**src/rtl/core/oqpf_pkg.sv**
```systemverilog
`timescale 1ns / 1ps
// ---------------------------------------------------------------------------
// oqpf_pkg
// shared sizes, request codes and controller/datapath signal groups
// ---------------------------------------------------------------------------
package oqpf_pkg;

   localparam int MAX_ORDERS = 64;
   localparam int IDX_W      = $clog2(MAX_ORDERS);
   localparam int CNT_W      = $clog2(MAX_ORDERS + 1);
   localparam int OUT_CNT_W  = 7;
   localparam int REQ_DATA_W = 304;
   localparam int RSP_DATA_W = 264;

   localparam logic [2:0] REQ_TRACK  = 3'd0;
   localparam logic [2:0] REQ_CANCEL = 3'd1;
   localparam logic [2:0] REQ_EXEC   = 3'd2;
   localparam logic [2:0] REQ_QUERY  = 3'd3;
   localparam logic [2:0] REQ_CLEAR  = 3'd4;

   typedef struct packed {
      logic capture;
      logic scan_start;
      logic fill;
      logic commit;
      logic load_single;
      logic emit_rd;
      logic emit_ld;
   } dp_cmd_type;

   typedef struct packed {
      logic [2:0] req;
      logic       scan_done;
      logic       best_found;
      logic       nfill_nz;
      logic       out_free;
      logic       emit_last;
   } dp_stat_type;

endpackage

```
**src/rtl/core/oqpf_ctrl.sv**
```systemverilog
`timescale 1ns / 1ps
// ---------------------------------------------------------------------------
// oqpf_ctrl
// request sequencer: table sweeps, priority picks, fills and result output
// ---------------------------------------------------------------------------
module oqpf_ctrl (
   input  logic                  clock,
   input  logic                  reset,
   input  logic                  req_tvalid,
   output logic                  req_tready,
   input  oqpf_pkg::dp_stat_type stat,
   output oqpf_pkg::dp_cmd_type  cmd
);
   import oqpf_pkg::*;

   typedef enum logic [7:0] {
      S_IDLE    = 8'b0000_0001,
      S_SCAN    = 8'b0000_0010,
      S_FILL    = 8'b0000_0100,
      S_UPD     = 8'b0000_1000,
      S_SINGLE  = 8'b0001_0000,
      S_EMIT_RD = 8'b0010_0000,
      S_EMIT_LD = 8'b0100_0000,
      S_SPARE   = 8'b1000_0000
   } state_type;

   state_type state_ff, state_in;

   always_comb begin
      state_in   = state_ff;
      cmd        = '0;
      req_tready = 1'b0;
      unique case (state_ff)
         S_IDLE: begin
            req_tready = 1'b1;
            if (req_tvalid) begin
               cmd.capture    = 1'b1;
               cmd.scan_start = 1'b1;
               state_in       = S_SCAN;
            end
         end
         S_SCAN: begin
            if (stat.scan_done) begin
               if (stat.req == REQ_EXEC && stat.best_found) begin
                  state_in = S_FILL;
               end else if (stat.req == REQ_EXEC && stat.nfill_nz) begin
                  state_in = S_EMIT_RD;
               end else begin
                  state_in = S_UPD;
               end
            end
         end
         S_FILL: begin
            cmd.fill       = 1'b1;
            cmd.scan_start = 1'b1;
            state_in       = S_SCAN;
         end
         S_UPD: begin
            cmd.commit = 1'b1;
            state_in   = S_SINGLE;
         end
         S_SINGLE: begin
            if (stat.out_free) begin
               cmd.load_single = 1'b1;
               state_in        = S_IDLE;
            end
         end
         S_EMIT_RD: begin
            cmd.emit_rd = 1'b1;
            state_in    = S_EMIT_LD;
         end
         S_EMIT_LD: begin
            if (stat.out_free) begin
               cmd.emit_ld = 1'b1;
               state_in    = stat.emit_last ? S_IDLE : S_EMIT_RD;
            end
         end
         default: begin
            state_in = S_IDLE;
         end
      endcase
   end

   always_ff @(posedge clock) begin
      if (reset) begin
         state_ff <= S_IDLE;
      end else begin
         state_ff <= state_in;
      end
   end

endmodule

```
**config.mk**
```make
export PLATFORM = sky130hd
export DESIGN_NAME = oqpf_ctrl
export DESIGN_NICKNAME = d
export VERILOG_FILES = /design/src/rtl/core/oqpf_pkg.sv /design/src/rtl/core/oqpf_ctrl.sv
export SDC_FILE = /design/constraint.sdc
export NUM_CORES = 1
export LEC_CHECK = 0
export BUFFER_PORTS_ARGS = -buffer_cell sky130_fd_sc_hd__buf_2
export CORE_ASPECT_RATIO = 1.1
export CORE_UTILIZATION = 27
export CTS_CLUSTER_DIAMETER = 100
export DETAILED_ROUTE_END_ITERATION = 16
export PLACE_DENSITY = 0.6
export REMOVE_ABC_BUFFERS = 1
export SYNTH_ARGS = -nofsm -noshare
export SYNTH_HDL_FRONTEND = slang
export SYNTH_SLANG_ARGS = --single-unit
```
**constraint.sdc**
```tcl
create_clock -name clock -period 1.65 [get_ports clock]
set_input_delay 0.165 -clock clock [delete_from_list [all_inputs] [get_ports clock]]
set_output_delay 0.165 -clock clock [all_outputs]
set_load 0.01 [all_outputs]
```
==> run metrics <==
status=finished, violations left; failing checks=setup timing; biggest regs=state_ff x7; commonest non-fill, non-tap cell in the layout=buf_4; most frequent cells in the layout=21 x buf_4, 17 x buf_2, 4 x nor3_2, 4 x a21oi_1; leakage=0.414 nW; Pre-antenna DRT Iters=2; # diodes=0; R2R Path Start=state_ff[3]; max_cap viols=0; largest register by flop count=state_ff; register bit total from synthesis=7; TritonCTS clock tree=done; mean post-synth cell area=8.52 µm²; gr usage total=0.150; Netlist Area Pre-Place=roughly 530 µm²; Final Hold Fails=0; CP arrival=~1.7 ns; Final period util=1.13; Post-DP HPWL=1110 µm; total die area=0.00214 mm²; PwrDens=648 mW/mm²; crit start category=flip-flop; critical path startpoint=state_ff[3]; Worst Tran Pin Value=0.408 ns; cells after synthesis=62; largest area contributor in the netlist=dfxtp_1; Reg2Reg Capture Point=state_ff[2]; storage element area=approximately 150 µm²; critical path class=reg -> out; Die Ht=48.4 µm; Starting DRT DRC Count=7; max reg flops=7; post-route setup slack=-0.219 ns; DR vias=619; Antenna Violating Nets Remaining=0; Remaining Overflow, GRT=0; first-pass GRT wire length=roughly 2400 µm; clock sinks=7; largest net degree at the start of global routing=9; Synth area leaders=dfxtp_1 27%, nor4b_4 9.0%, nor3_1 5.7%, or3b_2 5.0%, a21oi_1 4.7%; Ports=19; setup violators final=11; multi-input logic area=slightly above 400 µm²; Final min period=~1.9 ns; initial antenna violation count=0; FF-to-FF path depth=7; Max Root-Sink Buffers=2; CP Data Required Time=roughly 1.5 ns; GP Congestion=0.781; Rows=16; Layout fillers=164; sequential area share after synthesis=0.265; Worst Hold Depth=3; largest delay contributor family on the critical path=simple AND/OR/NAND/NOR gates; library cells used by synthesis=31; Avg WL per Cell=12.4 µm; Core Area=0.00180 mm²; reg2reg setup slack=-0.11 ns; initial core utilization=0.293; CP peak stage delay=around 0.55 ns; DRC=0; CTS root buf=clkbuf_4; via count of the first global-routing pass=580; Peak VDD IR=0.482 mV; port bufs=18; worst-skew pair later-pin latency=0.25 ns; maximum clock rate=535 MHz; crit path capture type=primary output; Max H-tree Level=1; Hold/Removal Path Class=in -> reg; Placed Cells=109; Hold WS=0.158 ns; Ys Warns=0; Clock transition at path regs=approximately 0.050 ns; Hold Path End=state_ff[2]; hold path start=stat[3]; Die Width=44.2 µm; TritonCTS Buffers=3; unrepaired setup endpoints after global routing=yes; hold_buf cts=0; layout cells sized above 1=0.657; WP buf/inv=2; relative slew slack=0.721; Layout Nets=between 100 and 150; Non-Filler Instances=120; post-synth top area share=0.265; Final Max Tran Viols=0; worst clock skew=0.00216 ns; WL final=approximately 1500 µm; Critical-path top delay cell=or4_4; critical path, cell by cell=or4_4, nor4b_4, a21oi_1, inv_1, buf_2; crit-path max FO=4; via/cell ratio=5.16; Layout area overhead=69.4%
[Yosys cell counts]
cell type  count
o21ai_0        3
or2_2          1
dfxtp_1        7
or3b_2         3
nand2b_1       2
xor2_1         1
a2111oi_0      1
or4_4          1
and3_1         2
nor3_1         6
xnor2_1        1
a21oi_1        5
nand4b_1       1
buf_6          1
nand3_1        2
nor4_1         2
nor4b_4        2
a211oi_1       1
a21boi_0       1
and2_1         1
o32a_1         1
or3_1          1
and4_1         1
buf_2          3
inv_1          4
nand2_1        3
or4_1          1
o31ai_1        1
or4b_1         1
nor3b_1        1
a211oi_2       1
[power by group]
group	total (mW)	switching, mW	leakage (nW)	internal, mW
logic	0.235	0.100	0.340	0.135
clock network	0.153	0.0606	0.0150	0.0921
registers	0.192	0.0114	0.0587	0.180
[cells by family after synthesis]
group	after synthesis	share of synthesized area
and+or+nand+nor	31	0.446
buffers and inverters	8	0.0782
DFF	7	0.265
AOI/OAI and AO/OA	14	0.178
xor gates and xnor gates	2	0.0332
[stage by stage]
step / power (mW) / util / TNS (ns) / area [µm²] / setup slack, ns
floorplan: 0.289 / - / -0.129 / 502 / -0.0645
global placement: 0.375 / 0.403 / -0.0267 / 727 / -0.0267
detailed placement: 0.375 / 0.403 / -0.0403 / 727 / -0.0325
CTS: 0.569 / 0.475 / -1.18 / 856 / -0.231
global route: 0.614 / 0.497 / -2.05 / 895 / -0.319
finish: 0.580 / 0.497 / -1.13 / 895 / -0.219
[layer usage]
layer  wire length (µm)  track usage  share of wire  vias to the layer above
li1                   -            -              -                      317
met1                644        0.174           0.43                      288
met2                791        0.272           0.53                       12
met3                 32       0.0112          0.022                        2
met4                 16       0.0606          0.011                        0
met5                  0            0              0                        -
[repair_timing]
action / in CTS / in global routing
buffers inserted: 6 / 1
pin swaps: 9 / 3
setup endpoints to repair: 10 / 14
endpoints found under the hold margin: 0 / 0
resized for setup: 16 / 7
cloned: 0 / 0
[how the worst max path moves through the flow]
| stage | endpoint | depth (start not counted) |
|---|---|---|
| after floorplan | cmd[5] | 4 |
| after global placement | state_ff[0] | 5 |
| after detailed placement | state_ff[0] | 5 |
| after CTS | cmd[5] | 5 |
| after global routing | cmd[5] | 5 |
| final | cmd[5] | 5 |
[cell type report]
type	instances	area share
timing repair buffer	40	0.297
tap	18	0.0252
multi-input combinational	47	0.464
clock buffer	4	0.0294
inverter	4	0.0168
sequential	7	0.168
[worst register-to-register path, cell delays in order, from the launching register on]
cell and delay, ns:
dfxtp_2 0.31, or4_4 0.55, buf_4 0.16, buf_6 0.11, nor4b_4 0.22, buf_4 0.16, nand3_2 0.07, nor3_2 0.11
Power figures use the tool's default switching activity.
